===== config.mk =====
export PLATFORM = sky130hd
export DESIGN_NAME = trackball_motion_accelerator_unit
export DESIGN_NICKNAME = d
export VERILOG_FILES = /design/src/sv/tmau_pkg.sv /design/src/sv/tmau_regs.sv /design/src/sv/tmau_mul.sv /design/src/sv/tmau_seq.sv /design/src/sv/trackball_motion_accelerator_unit.sv
export SDC_FILE = /design/constraint.sdc
export NUM_CORES = 1
export LEC_CHECK = 0
export ABC_AREA = 1
export BUFFER_PORTS_ARGS = -buffer_cell sky130_fd_sc_hd__buf_2
export CORE_ASPECT_RATIO = 0.8
export CORE_UTILIZATION = 55
export CTS_CLUSTER_DIAMETER = 150
export CTS_CLUSTER_SIZE = 10
export DETAILED_ROUTE_END_ITERATION = 7
export PLACE_DENSITY = 0.75
export SLEW_MARGIN = 20
export SYNTH_ARGS = -nofsm -noshare
export SYNTH_HDL_FRONTEND = slang
export SYNTH_HIERARCHICAL = 1
export SYNTH_SLANG_ARGS = --single-unit

===== constraint.sdc =====
create_clock -name aclk -period 14.8 [get_ports aclk]
set_input_delay 1.48 -clock aclk [delete_from_list [all_inputs] [get_ports aclk]]
set_output_delay 1.48 -clock aclk [all_outputs]
set_load 0.1 [all_outputs]

===== src/sv/tmau_pkg.sv =====
// Shared types and constants for the trackball motion accelerator unit.
// Used by every module of the block; depends on nothing.
`timescale 1ns / 1ps
`default_nettype none

package tmau_pkg;

    localparam int unsigned ADDR_W    = 5;
    localparam int unsigned DATA_W    = 32;
    localparam int unsigned MUL_A_W   = 18;
    localparam int unsigned MUL_B_W   = 10;
    localparam int unsigned MUL_P_W   = MUL_A_W + MUL_B_W;

    localparam logic [15:0] SCALE_LIMIT = 16'd16384;
    localparam int unsigned BUTTON_BIT  = 7;

    localparam logic [2:0] REG_BASE_GAIN       = 3'd0;
    localparam logic [2:0] REG_ACCEL_THRESHOLD = 3'd1;
    localparam logic [2:0] REG_ACCEL_POWER     = 3'd2;
    localparam logic [2:0] REG_SWAP_AXES       = 3'd3;
    localparam logic [2:0] REG_NEGATE_X        = 3'd4;
    localparam logic [2:0] REG_NEGATE_Y        = 3'd5;

    localparam logic [1:0] KIND_REL_X  = 2'd0;
    localparam logic [1:0] KIND_REL_Y  = 2'd1;
    localparam logic [1:0] KIND_BUTTON = 2'd2;

    typedef struct packed {
        logic [7:0] left_count;
        logic [7:0] right_count;
        logic [7:0] up_count;
        logic [7:0] down_count;
        logic [7:0] switch_byte;
    } tmau_in_t;

    typedef struct packed {
        logic [1:0]         event_kind;
        logic signed [15:0] event_value;
        logic               sync_flag;
        logic               last_of_run;
    } tmau_out_t;

    typedef struct packed {
        logic [15:0] base_gain;
        logic [15:0] accel_threshold;
        logic [7:0]  accel_power;
        logic        swap_axes;
        logic        negate_x;
        logic        negate_y;
    } tmau_cfg_t;

endpackage

`default_nettype wire


===== src/sv/tmau_regs.sv =====
// Configuration register file with an APB-style slave port.
// Depends on tmau_pkg for the register map and the configuration struct.
`timescale 1ns / 1ps
`default_nettype none

module tmau_regs (
    input  wire logic                       aclk,
    input  wire logic                       aresetn,
    input  wire logic                       psel,
    input  wire logic                       penable,
    input  wire logic                       pwrite,
    input  wire logic [tmau_pkg::ADDR_W-1:0] paddr,
    input  wire logic [tmau_pkg::DATA_W-1:0] pwdata,
    output logic      [tmau_pkg::DATA_W-1:0] prdata,
    output logic                            pready,
    output tmau_pkg::tmau_cfg_t             cfg
);
    import tmau_pkg::*;

    tmau_cfg_t  cfg_reg;
    logic [2:0] reg_idx;
    logic       wr_en;

    assign reg_idx = paddr[ADDR_W-1:2];
    assign wr_en   = psel && penable && pwrite;
    assign pready  = 1'b1;
    assign cfg     = cfg_reg;

    always_ff @(posedge aclk) begin
        if (!aresetn) begin
            cfg_reg.base_gain       <= 16'd16;
            cfg_reg.accel_threshold <= 16'd0;
            cfg_reg.accel_power     <= 8'd0;
            cfg_reg.swap_axes       <= 1'b0;
            cfg_reg.negate_x        <= 1'b0;
            cfg_reg.negate_y        <= 1'b0;
        end else if (wr_en) begin
            unique case (reg_idx)
                REG_BASE_GAIN:       cfg_reg.base_gain       <= pwdata[15:0];
                REG_ACCEL_THRESHOLD: cfg_reg.accel_threshold <= pwdata[15:0];
                REG_ACCEL_POWER:     cfg_reg.accel_power     <= pwdata[7:0];
                REG_SWAP_AXES:       cfg_reg.swap_axes       <= pwdata[0];
                REG_NEGATE_X:        cfg_reg.negate_x        <= pwdata[0];
                REG_NEGATE_Y:        cfg_reg.negate_y        <= pwdata[0];
                default: ;
            endcase
        end
    end

    always_comb begin
        unique case (reg_idx)
            REG_BASE_GAIN:       prdata = {16'd0, cfg_reg.base_gain};
            REG_ACCEL_THRESHOLD: prdata = {16'd0, cfg_reg.accel_threshold};
            REG_ACCEL_POWER:     prdata = {24'd0, cfg_reg.accel_power};
            REG_SWAP_AXES:       prdata = {31'd0, cfg_reg.swap_axes};
            REG_NEGATE_X:        prdata = {31'd0, cfg_reg.negate_x};
            REG_NEGATE_Y:        prdata = {31'd0, cfg_reg.negate_y};
            default:             prdata = '0;
        endcase
    end

endmodule

`default_nettype wire


===== src/sv/tmau_mul.sv =====
// Shared signed multiplier with a registered product.
// Depends on tmau_pkg for the operand and product widths.
`timescale 1ns / 1ps
`default_nettype none

module tmau_mul (
    input  wire logic                                aclk,
    input  wire logic                                load,
    input  wire logic signed [tmau_pkg::MUL_A_W-1:0] op_a,
    input  wire logic signed [tmau_pkg::MUL_B_W-1:0] op_b,
    output logic      signed [tmau_pkg::MUL_P_W-1:0] prod
);
    import tmau_pkg::*;

    logic signed [MUL_P_W-1:0] prod_reg;

    assign prod = prod_reg;

    always_ff @(posedge aclk) begin
        if (load) begin
            prod_reg <= MUL_P_W'(op_a) * MUL_P_W'(op_b);
        end
    end

endmodule

`default_nettype wire


===== src/sv/tmau_seq.sv =====
// Sequencer: magnitude, power loop, axis scaling and event emission.
// Depends on tmau_pkg and drives the shared multiplier tmau_mul.
`timescale 1ns / 1ps
`default_nettype none

module tmau_seq (
    input  wire logic                aclk,
    input  wire logic                aresetn,
    input  wire tmau_pkg::tmau_cfg_t cfg,
    input  wire logic                s_valid,
    output logic                     s_ready,
    input  wire tmau_pkg::tmau_in_t  s_data,
    output logic                     m_valid,
    input  wire logic                m_ready,
    output tmau_pkg::tmau_out_t      m_data
);
    import tmau_pkg::*;

    typedef enum logic [3:0] {
        ST_IDLE, ST_MAG, ST_POW, ST_SUM, ST_MULX, ST_MULY, ST_FINY, ST_POST, ST_EMIT
    } state_t;

    state_t             state_reg, state_next;
    logic signed [8:0]  dx_reg, dx_next;
    logic signed [8:0]  dy_reg, dy_next;
    logic               pressed_reg, pressed_next;
    logic               btn_reg, btn_next;
    logic [8:0]         over_reg, over_next;
    logic [7:0]         cnt_reg, cnt_next;
    logic [15:0]        pt_reg, pt_next;
    logic [15:0]        s_reg, s_next;
    logic [15:0]        ox_reg, ox_next;
    logic [15:0]        oy_reg, oy_next;
    logic [2:0]         pend_reg, pend_next;
    logic               m_valid_reg, m_valid_next;
    tmau_out_t          m_data_reg, m_data_next;

    logic                      mul_load;
    logic signed [MUL_A_W-1:0] mul_a;
    logic signed [MUL_B_W-1:0] mul_b;
    logic signed [MUL_P_W-1:0] mul_prod;

    logic [7:0]  ax, ay, hi, lo;
    logic [11:0] hi15, lo15;
    logic [8:0]  mag;
    logic [16:0] sum;
    logic [15:0] fx, fy;
    logic [2:0]  pend_left;

    function automatic logic [15:0] scale_sat(input logic signed [MUL_P_W-1:0] p);
        logic signed [MUL_P_W-1:0] adj;
        logic signed [MUL_P_W-5:0] q;
        adj = p[MUL_P_W-1] ? p + MUL_P_W'(15) : p;
        q   = adj[MUL_P_W-1:4];
        if (q > (MUL_P_W-4)'(32767)) begin
            return 16'h7FFF;
        end else if (q < -(MUL_P_W-4)'(32768)) begin
            return 16'h8000;
        end else begin
            return q[15:0];
        end
    endfunction

    tmau_mul u_mul (
        .aclk (aclk),
        .load (mul_load),
        .op_a (mul_a),
        .op_b (mul_b),
        .prod (mul_prod)
    );

    assign s_ready = (state_reg == ST_IDLE);
    assign m_valid = m_valid_reg;
    assign m_data  = m_data_reg;

    always_comb begin
        ax   = dx_reg[8] ? 8'(-dx_reg) : dx_reg[7:0];
        ay   = dy_reg[8] ? 8'(-dy_reg) : dy_reg[7:0];
        hi   = (ax > ay) ? ax : ay;
        lo   = (ax > ay) ? ay : ax;
        hi15 = {hi, 4'd0} - {4'd0, hi};
        lo15 = {lo, 4'd0} - {4'd0, lo};
        mag  = {1'b0, hi15[11:4]} + {2'b0, lo15[11:5]};
        sum  = {1'b0, cfg.base_gain} + {1'b0, pt_reg};
        fx   = cfg.swap_axes ? oy_reg : ox_reg;
        fy   = cfg.swap_axes ? ox_reg : oy_reg;
        if (cfg.negate_x) begin
            fx = 16'(16'd0 - fx);
        end
        if (cfg.negate_y) begin
            fy = 16'(16'd0 - fy);
        end
    end

    always_comb begin
        mul_load = 1'b0;
        mul_a    = '0;
        mul_b    = '0;
        unique case (state_reg)
            ST_MAG: begin
                mul_load = 1'b1;
                mul_a    = MUL_A_W'(1);
                mul_b    = MUL_B_W'(1);
            end
            ST_POW: begin
                mul_load = 1'b1;
                mul_a    = {3'd0, mul_prod[14:0]};
                mul_b    = {1'b0, over_reg};
            end
            ST_MULX: begin
                mul_load = 1'b1;
                mul_a    = {2'd0, s_reg};
                mul_b    = MUL_B_W'(dx_reg);
            end
            ST_MULY: begin
                mul_load = 1'b1;
                mul_a    = {2'd0, s_reg};
                mul_b    = MUL_B_W'(dy_reg);
            end
            default: ;
        endcase
    end

    always_comb begin
        state_next   = state_reg;
        dx_next      = dx_reg;
        dy_next      = dy_reg;
        pressed_next = pressed_reg;
        btn_next     = btn_reg;
        over_next    = over_reg;
        cnt_next     = cnt_reg;
        pt_next      = pt_reg;
        s_next       = s_reg;
        ox_next      = ox_reg;
        oy_next      = oy_reg;
        pend_next    = pend_reg;
        m_valid_next = m_valid_reg && !m_ready;
        m_data_next  = m_data_reg;
        pend_left    = pend_reg;

        unique case (state_reg)
            ST_IDLE: begin
                if (s_valid) begin
                    dx_next      = {1'b0, s_data.right_count} - {1'b0, s_data.left_count};
                    dy_next      = {1'b0, s_data.down_count} - {1'b0, s_data.up_count};
                    pressed_next = s_data.switch_byte[BUTTON_BIT];
                    if (dx_next == 9'sd0 && dy_next == 9'sd0) begin
                        ox_next    = '0;
                        oy_next    = '0;
                        state_next = ST_POST;
                    end else if (cfg.accel_power == 8'd0 || cfg.accel_threshold == 16'd0) begin
                        s_next     = cfg.base_gain;
                        state_next = ST_MULX;
                    end else begin
                        state_next = ST_MAG;
                    end
                end
            end
            ST_MAG: begin
                over_next  = ({7'd0, mag} > cfg.accel_threshold)
                           ? 9'(mag - cfg.accel_threshold[8:0]) : 9'd0;
                cnt_next   = cfg.accel_power;
                state_next = ST_POW;
            end
            ST_POW: begin
                priority if (over_reg <= 9'd1) begin
                    pt_next    = {7'd0, over_reg};
                    state_next = ST_SUM;
                end else if (cnt_reg == 8'd0) begin
                    pt_next    = (mul_prod > MUL_P_W'(SCALE_LIMIT))
                               ? SCALE_LIMIT : mul_prod[15:0];
                    state_next = ST_SUM;
                end else if (mul_prod > MUL_P_W'(SCALE_LIMIT)) begin
                    pt_next    = SCALE_LIMIT;
                    state_next = ST_SUM;
                end else begin
                    cnt_next = cnt_reg - 8'd1;
                end
            end
            ST_SUM: begin
                s_next     = (sum > {1'b0, SCALE_LIMIT}) ? SCALE_LIMIT : sum[15:0];
                state_next = ST_MULX;
            end
            ST_MULX: begin
                state_next = ST_MULY;
            end
            ST_MULY: begin
                ox_next    = scale_sat(mul_prod);
                state_next = ST_FINY;
            end
            ST_FINY: begin
                oy_next    = scale_sat(mul_prod);
                state_next = ST_POST;
            end
            ST_POST: begin
                ox_next   = fx;
                oy_next   = fy;
                pend_next = {pressed_reg != btn_reg, fy != 16'd0, fx != 16'd0};
                btn_next  = pressed_reg;
                state_next = (pend_next == 3'd0) ? ST_IDLE : ST_EMIT;
            end
            ST_EMIT: begin
                if (!m_valid_reg || m_ready) begin
                    priority if (pend_reg[0]) begin
                        pend_left                = {pend_reg[2:1], 1'b0};
                        m_data_next.event_kind   = KIND_REL_X;
                        m_data_next.event_value  = ox_reg;
                        m_data_next.sync_flag    = (oy_reg == 16'd0);
                    end else if (pend_reg[1]) begin
                        pend_left                = {pend_reg[2], 2'b0};
                        m_data_next.event_kind   = KIND_REL_Y;
                        m_data_next.event_value  = oy_reg;
                        m_data_next.sync_flag    = 1'b1;
                    end else begin
                        pend_left                = 3'd0;
                        m_data_next.event_kind   = KIND_BUTTON;
                        m_data_next.event_value  = {15'd0, btn_reg};
                        m_data_next.sync_flag    = 1'b1;
                    end
                    m_data_next.last_of_run = (pend_left == 3'd0);
                    m_valid_next = 1'b1;
                    pend_next    = pend_left;
                    if (pend_left == 3'd0) begin
                        state_next = ST_IDLE;
                    end
                end
            end
            default: begin
                state_next = ST_IDLE;
            end
        endcase
    end

    always_ff @(posedge aclk) begin
        if (!aresetn) begin
            state_reg   <= ST_IDLE;
            btn_reg     <= 1'b0;
            pend_reg    <= 3'd0;
            m_valid_reg <= 1'b0;
        end else begin
            state_reg   <= state_next;
            btn_reg     <= btn_next;
            pend_reg    <= pend_next;
            m_valid_reg <= m_valid_next;
        end
        dx_reg      <= dx_next;
        dy_reg      <= dy_next;
        pressed_reg <= pressed_next;
        over_reg    <= over_next;
        cnt_reg     <= cnt_next;
        pt_reg      <= pt_next;
        s_reg       <= s_next;
        ox_reg      <= ox_next;
        oy_reg      <= oy_next;
        m_data_reg  <= m_data_next;
    end

`ifndef SYNTHESIS
    a_no_accept_while_pending: assert property (@(posedge aclk) disable iff (!aresetn)
        pend_reg != 3'd0 |-> !s_ready)
        else $error("input accepted while events are pending");

    a_scale_clamped: assert property (@(posedge aclk) disable iff (!aresetn)
        state_reg == ST_SUM |=> s_reg <= SCALE_LIMIT)
        else $error("accelerated scale above limit");

    a_motion_nonzero: assert property (@(posedge aclk) disable iff (!aresetn)
        m_valid && m_data.event_kind != KIND_BUTTON |-> m_data.event_value != 16'sd0)
        else $error("zero motion event emitted");

    a_button_value: assert property (@(posedge aclk) disable iff (!aresetn)
        m_valid && m_data.event_kind == KIND_BUTTON |->
        m_data.event_value == 16'sd0 || m_data.event_value == 16'sd1)
        else $error("button event value out of range");
`endif

endmodule

`default_nettype wire


===== src/sv/trackball_motion_accelerator_unit.sv =====
// Trackball motion accelerator: each request is one trackball read (four
// motion counts and a switch byte); it yields zero to three events.
// The s_ channel takes requests with valid/ready; s_ready is high only while
// the sequencer is idle. The m_ channel delivers events in the order x, y,
// button, and last_of_run marks the final event of a request.
// A request with no motion and no button change gives no event.
// Per request the sequencer finds the magnitude, runs the power loop, sums
// the scale, multiplies x then y and posts the events; without acceleration
// it starts at the x multiply, and with no motion at posting. All work runs
// through one shared multiplier, one multiply per cycle; s_ready stays low
// until the request is done. The single output register holds an event
// while m_ready is low; emission waits on it, and a new request is taken
// once all events are loaded. Configuration registers sit on the APB port
// at byte addresses 0 to 20; the user must write them only while idle, and
// the block does not enforce it. Synchronous reset (aresetn low) restores
// the register defaults, clears the button state and drops pending events.
`timescale 1ns / 1ps
`default_nettype none

module trackball_motion_accelerator_unit (
    input  wire logic                        aclk,
    input  wire logic                        aresetn,
    input  wire logic                        s_valid,
    output logic                             s_ready,
    input  wire tmau_pkg::tmau_in_t          s_data,
    output logic                             m_valid,
    input  wire logic                        m_ready,
    output tmau_pkg::tmau_out_t              m_data,
    input  wire logic                        psel,
    input  wire logic                        penable,
    input  wire logic                        pwrite,
    input  wire logic [tmau_pkg::ADDR_W-1:0] paddr,
    input  wire logic [tmau_pkg::DATA_W-1:0] pwdata,
    output logic      [tmau_pkg::DATA_W-1:0] prdata,
    output logic                             pready
);
    import tmau_pkg::*;

    tmau_cfg_t cfg;

    tmau_regs u_regs (
        .aclk    (aclk),
        .aresetn (aresetn),
        .psel    (psel),
        .penable (penable),
        .pwrite  (pwrite),
        .paddr   (paddr),
        .pwdata  (pwdata),
        .prdata  (prdata),
        .pready  (pready),
        .cfg     (cfg)
    );

    tmau_seq u_seq (
        .aclk    (aclk),
        .aresetn (aresetn),
        .cfg     (cfg),
        .s_valid (s_valid),
        .s_ready (s_ready),
        .s_data  (s_data),
        .m_valid (m_valid),
        .m_ready (m_ready),
        .m_data  (m_data)
    );

endmodule

`default_nettype wire


Word-level counts from Yosys, hierarchy flattened --
Cells that the tools add are included.
Operators by class: $add $sub $neg 13, multipliers 1, magnitude comparators 7, equal/unequal tests 24, multiplexer cells 52, reductions and logical operators 43
Operators with widths (count):
- $mux 16 | 15
- $pmux 16 s3 | 3
- $pmux 16 s6 | 1
- $mux 8 | 7
- $pmux 10 s4 | 1
- $pmux 4 s9 | 1
- $logic_not 16->1 | 2
- $mux 4 | 8
- $pmux 16 s2 | 1
- $reduce_bool 16->1 | 2
- $sub 1x16->16 const A | 2
- $add 28x5->28 const B | 1
- $gt 28x15->1 const B | 1
- $mux 28 | 1
- $mul 17x10->27 | 1
- $gt 24x16->1 const B | 1
- $lt 24x16->1 const B | 1
- $sub 12x8->12 | 2
- $reduce_and 2->1 | 10
- $mux 19 | 1
- $logic_not 9->1 | 2
- $mux 3 | 6
- $sub 8x8->9 | 2
- $add 16x16->17 | 1
- other kinds (36) | 67
Storage, ports and cells: register bits after elaboration 200, output and inout port bits 55

Logic depth before layout (Yosys ltp) --
depth in word-level cells 8, gate-level depth with buffers 45, depth with buffers taken out 44

Cells and area by module --
Netlist, hierarchy kept.
Modules (own cells, without submodules):
- tmau_seq | instances 1, cells each 1571, area each 11431.0 µm², seq. area each 3783.6 µm²
- tmau_mul | instances 1, cells each 1088, area each 8222.9 µm², seq. area each 840.8 µm²
- tmau_regs | instances 1, cells each 354, area each 2237.1 µm², seq. area each 860.8 µm²

Worst setup path before layout --
Ideal clock, no wire load.
path type reg2reg, start register u_seq.dy_reg[0], end register u_seq.over_reg[8] (data pin), arrival 6.268 ns, data required time 14.639 ns, slack 8.371 ns, cell stages (with the launch flop) 40, path buffers 1, clock period less this slack 6.429 ns, cells stage by stage edfxtp_1 inv_2 ha_1 nand2_1 nand2_1 xor2_1 inv_1 ha_1 nand3_2 nor2_4 nand2_2 nand2_4 nand2_8 buf_4 o21ai_0 ha_1 inv_1 o21bai_1 [... 4 more ...] nand2_1 a21oi_1 nor2_1 nor2_1 nor2_1 nor2_1 nor2_1 nor2_1 inv_1 nand3_1 nand2_1 ha_1 nand4_1 o221ai_1 nand2_1 a2111oi_0 inv_1 nor3b_1
Between the ends: longest elaborated chain between the ends 7, elaborated cells between the ends (all ways) 10
RTL lines:
- start, declared | RTL line tmau_seq.sv:25 | logic signed [8:0] dy_reg, dy_next;
- start signal, assigned | RTL line tmau_seq.sv:247 | dy_reg <= dy_next;
- $neg 8->8 | RTL line tmau_seq.sv:78 | ay = dy_reg[8] ? 8'(-dy_reg) : dy_reg[7:0];
- $mux 8 * | RTL line tmau_seq.sv:78
- $gt 8x8->1 | RTL line tmau_seq.sv:79, tmau_seq.sv:80
- $mux 8 (on tied branches) | RTL line tmau_seq.sv:79, tmau_seq.sv:80
- $sub 12x8->12 (on tied branches) | RTL line tmau_seq.sv:81, tmau_seq.sv:82
- $add 8x7->9 * | RTL line tmau_seq.sv:83 | mag = {1'b0, hi15[11:4]} + {2'b0, lo15[11:5]};
- $gt 9x16->1 or $sub 9x9->9 (tied branches) | RTL line tmau_seq.sv:160, tmau_seq.sv:161
- end signal, assigned | RTL line tmau_seq.sv:249 | over_reg <= over_next;
- end, declared | RTL line tmau_seq.sv:28 | logic [8:0] over_reg, over_next;
Mark *: on every way between the ends. The rest lies on a longest branch, timed or not. A chain may end at the register's enable or synchronous reset.

Worst setup path in the final report --
start register u_seq.dx_reg[0], end register u_seq.over_reg[8] (data pin)
Between the ends: longest elaborated chain between the ends 7, elaborated cells between the ends (all ways) 10
RTL lines:
- start, declared | RTL line tmau_seq.sv:24 | logic signed [8:0] dx_reg, dx_next;
- start signal, assigned | RTL line tmau_seq.sv:246 | dx_reg <= dx_next;
- $neg 8->8 | RTL line tmau_seq.sv:77 | ax = dx_reg[8] ? 8'(-dx_reg) : dx_reg[7:0];
- $mux 8 * | RTL line tmau_seq.sv:77
- $gt 8x8->1 | RTL line tmau_seq.sv:79, tmau_seq.sv:80
- $mux 8 (on tied branches) | RTL line tmau_seq.sv:79, tmau_seq.sv:80
- $sub 12x8->12 (on tied branches) | RTL line tmau_seq.sv:81, tmau_seq.sv:82
- $add 8x7->9 * | RTL line tmau_seq.sv:83
- $gt 9x16->1 or $sub 9x9->9 (tied branches) | RTL line tmau_seq.sv:160, tmau_seq.sv:161
Marked as above.

==> impl_metrics.toml <==
[global_routing]
antenna_found_initial = 0
global_route_usage_over_all_layers_pct = 27.4
largest_net_degree_at_the_start_of_global_routing = 67
first_global_vias = 18400
global_route.overflow_total = 0
grt_pass1_wl_um = 89900

[sta]
timing.final.max_slew_violations = 0
fmax_ghz = 0.131
setup-tns-final_ps = 0
slew_headroom_pct = 22.7
finalSetupViolCount = 0
min_period_over_period_pct = 51.5
worstMarginPinSlew_ps = 1150
min_period_ps = 7610
fin_skew_ps = 20.9
rsz0062_at_grt = "no"
hold_violations = 0

[cts]
cts_hold_buf = 0
clkSinkCount = 200
cts_inserted_buffers = 17
htree_num_levels = 4
clk_path_buf_depth = 2
clkTransAtPathRegs_ps = 80
cts_post_setup_buffers_inserted = 0
ctsRootBufferMaster = "sky130_fd_sc_hd__clkbuf_16"
clk-insertion-delay-late_ps = 460
cts_tree = "built"
post_cts_resize_count = 0

[setup_path]
timing.reg2reg.setup_slack_ps = 7190
critical_path_buf_inv_count = 5
r2r_cells = 37
crit_path_top_delay_cell = "sky130_fd_sc_hd__a2111oi_1"
cpPeakStageDelay_ps = 720
timing.critical_path.required_ps = 15050
worstSetupPathDepth = 37
timing.critical_path.mode_cell = "sky130_fd_sc_hd__nor2_1"
criticalPathCategory = "reg -> reg"
start_kind = "flip-flop"
crit_path_end = "u_seq/over_reg[8]"
worstSetupEndpointType = "flip-flop"
kind_of_cell_adding_the_most_delay_to_the_critical_path = "compound AO/OA/AOI/OAI gates"
worstReg2RegEnd = "u_seq/over_reg[8]"
crit-reg2reg-launch = "u_seq/dx_reg[0]"
worstPathArrival_ps = 7870
worst-path-max-fanout = 33
cp_startpoint = "u_seq/dx_reg[0]"

[cells_and_area]
synthToLayoutAreaGrowth_pct = 7.04
mostFrequentLayoutCell = "sky130_fd_sc_hd__nand2_1"
finish.net_count = 3445
n_antenna_cell = 0
drive_above_1_share_pct = 9.70
final_design_area_no_fill_um2 = 23400
stdcell_count = 3612
final_cell_mix = "846 x sky130_fd_sc_hd__nand2_1, 577 x sky130_fd_sc_hd__inv_1, 272 x sky130_fd_sc_hd__nor2_1"
fin_util_pct = 60.5
n_fill_cell = 3527
largest_register_ff_count = 43

[yosys]
cells_after_synthesis = 3013
synth-edff-count = 148
synth-main-ff-cell = "sky130_fd_sc_hd__edfxtp_1"
postSynthAreaPerCell_um2 = 7.27
synth-seq-cells = 200
synth.lib_cells_used.distinct = 63
synth.yosys.seq_area_share_pct = 25.1
synth-async-reset-ratio_pct = 0
synthesized_area_um2 = 21900
synth-warning-count = 6

[worst_hold_path]
hold_class = "reg -> reg"

[floorplan]
floorplan.die.width_um = 225
die_area_um2 = 40600
die-height_um = 180
core_area_um2 = 38800
floorplan.rows = 64
top_level_ports = 139
initial_core_util_pct = 56.5

[placement]
placement.io_buffers = 96
place_hpwl_um = 43600
dpl-instance-area_um2 = 22800
gpl.final_weighted_congestion = 0.946
placedCellCount = 3580

[pwr]
p_leak_nw = 12.2
cellInternalPower_mw = 2.62
switching_share_pct = 53.7
clock_power_share_pct = 8.8
total_power_mw = 5.66
peak_supply_drop_uv = 598
seqPwrFrac_pct = 16.7
total_switching_power_mw = 3.04
power_per_cell_area_nw_per_um2 = 241
relative_contribution_of_combinational_cells_to_total_power_pct = 74.5

[route]
drtAntennaViolNets = 0
wl_per_cell_um = 15.1
detailed_routing_iterations_pass_1 = 6
totalWireLength_um = 54400
detail_route.drc_violations = 0
initialDrtViolationCount = 1725
vias_per_cell = 5.33
vias = 19300

[run]
max-cap-violations = 0

[outcome]
outcome = "finished clean"
[worst min-delay path, stage by stage, from the launching register on]
cell and delay (ps):
sky130_fd_sc_hd__dfxtp_1 330, sky130_fd_sc_hd__nor2_1 100, sky130_fd_sc_hd__nor2_1 50
[cell families (layout without fill, tap and decap cells)]
kind of cell / count (synthesis) / in the layout / synth area share [%]
buf+inv: 705 / 759 / 12.8
simple gates: 1446 / 1446 / 28.7
compound gates: 260 / 260 / 6.92
xor+xnor: 109 / 109 / 4.36
flops: 200 / 200 / 25.1
fa+ha+maj: 290 / 290 / 22.1
other cells: 3 / 20 / 0.0514
[worst min path at each step]
stage                               from              to  slack [ps]  depth (start not counted)
after floorplan            u_regs/cfg[2]   u_regs/cfg[2]         470                          2
after global placement    u_regs/cfg[25]  u_regs/cfg[25]         480                          2
after detailed placement  u_regs/cfg[19]  u_regs/cfg[19]         500                          2
after CTS                 u_regs/cfg[19]  u_regs/cfg[19]         510                          2
after global routing      u_regs/cfg[22]  u_regs/cfg[22]         540                          2
final                     u_regs/cfg[22]  u_regs/cfg[22]         510                          2
[per-stage QoR]
step / setup slack (ps) / hold slack, ps
final: 7190 / 506
after global routing: 6520 / 535
after CTS: 7040 / 509
after detailed placement: 7150 / 498
after global placement: 7170 / 484
after floorplan: 8370 / 472
[layer usage]
| metal | vias up | global-route usage [%] | part of all wire, % |
|---|---|---|---|
| li1 | 9386 | - | - |
| met1 | 9023 | 39.1 | 45 |
| met2 | 755 | 43.3 | 45 |
| met3 | 87 | 4.26 | 8.2 |
| met4 | 0 | 6.69 | 1.6 |
| met5 | - | 0 | 0 |
[cell usage after synthesis, drive strengths merged, types with 23 or more instances]
master | instances | area, um2
nor3 | 23 | 125
nor2 | 304 | 1290
clkbuf | 57 | 214
nand3 | 141 | 773
dfxtp | 52 | 1040
nand4 | 39 | 269
inv | 594 | 2230
nand2 | 887 | 3480
ha | 130 | 1630
edfxtp | 148 | 4440
buf | 49 | 342
a21oi | 79 | 407
xor2 | 85 | 744
o21ai | 120 | 646
fa | 160 | 3200
xnor2 | 24 | 210
[cell type report]
class,count,area [um2],share of cell area [%]
multi-input combinational,2125,13700,58.5
timing repair buffer,128,721,3.08
sequential,200,5490,23.4
inverter,599,2250,9.60
tap,528,661,2.82
clock inverter,12,131,0.561
clock buffer,20,489,2.09
[power groups by stage]
| stage | clock (mW) | sequential, mW | combinational [mW] |
|---|---|---|---|
| 6_report | 0.495 | 0.946 | 4.22 |
| 5_1_grt | 0.521 | 0.960 | 4.81 |
| 4_1_cts | 0.502 | 0.945 | 4.19 |
| 3_5_place_dp | 0 | 0.956 | 4.15 |
| 3_3_place_gp | 0 | 0.953 | 4.06 |
| 2_1_floorplan | 0 | 0.928 | 3.24 |
Note: power is estimated with default switching activity, not from simulation.
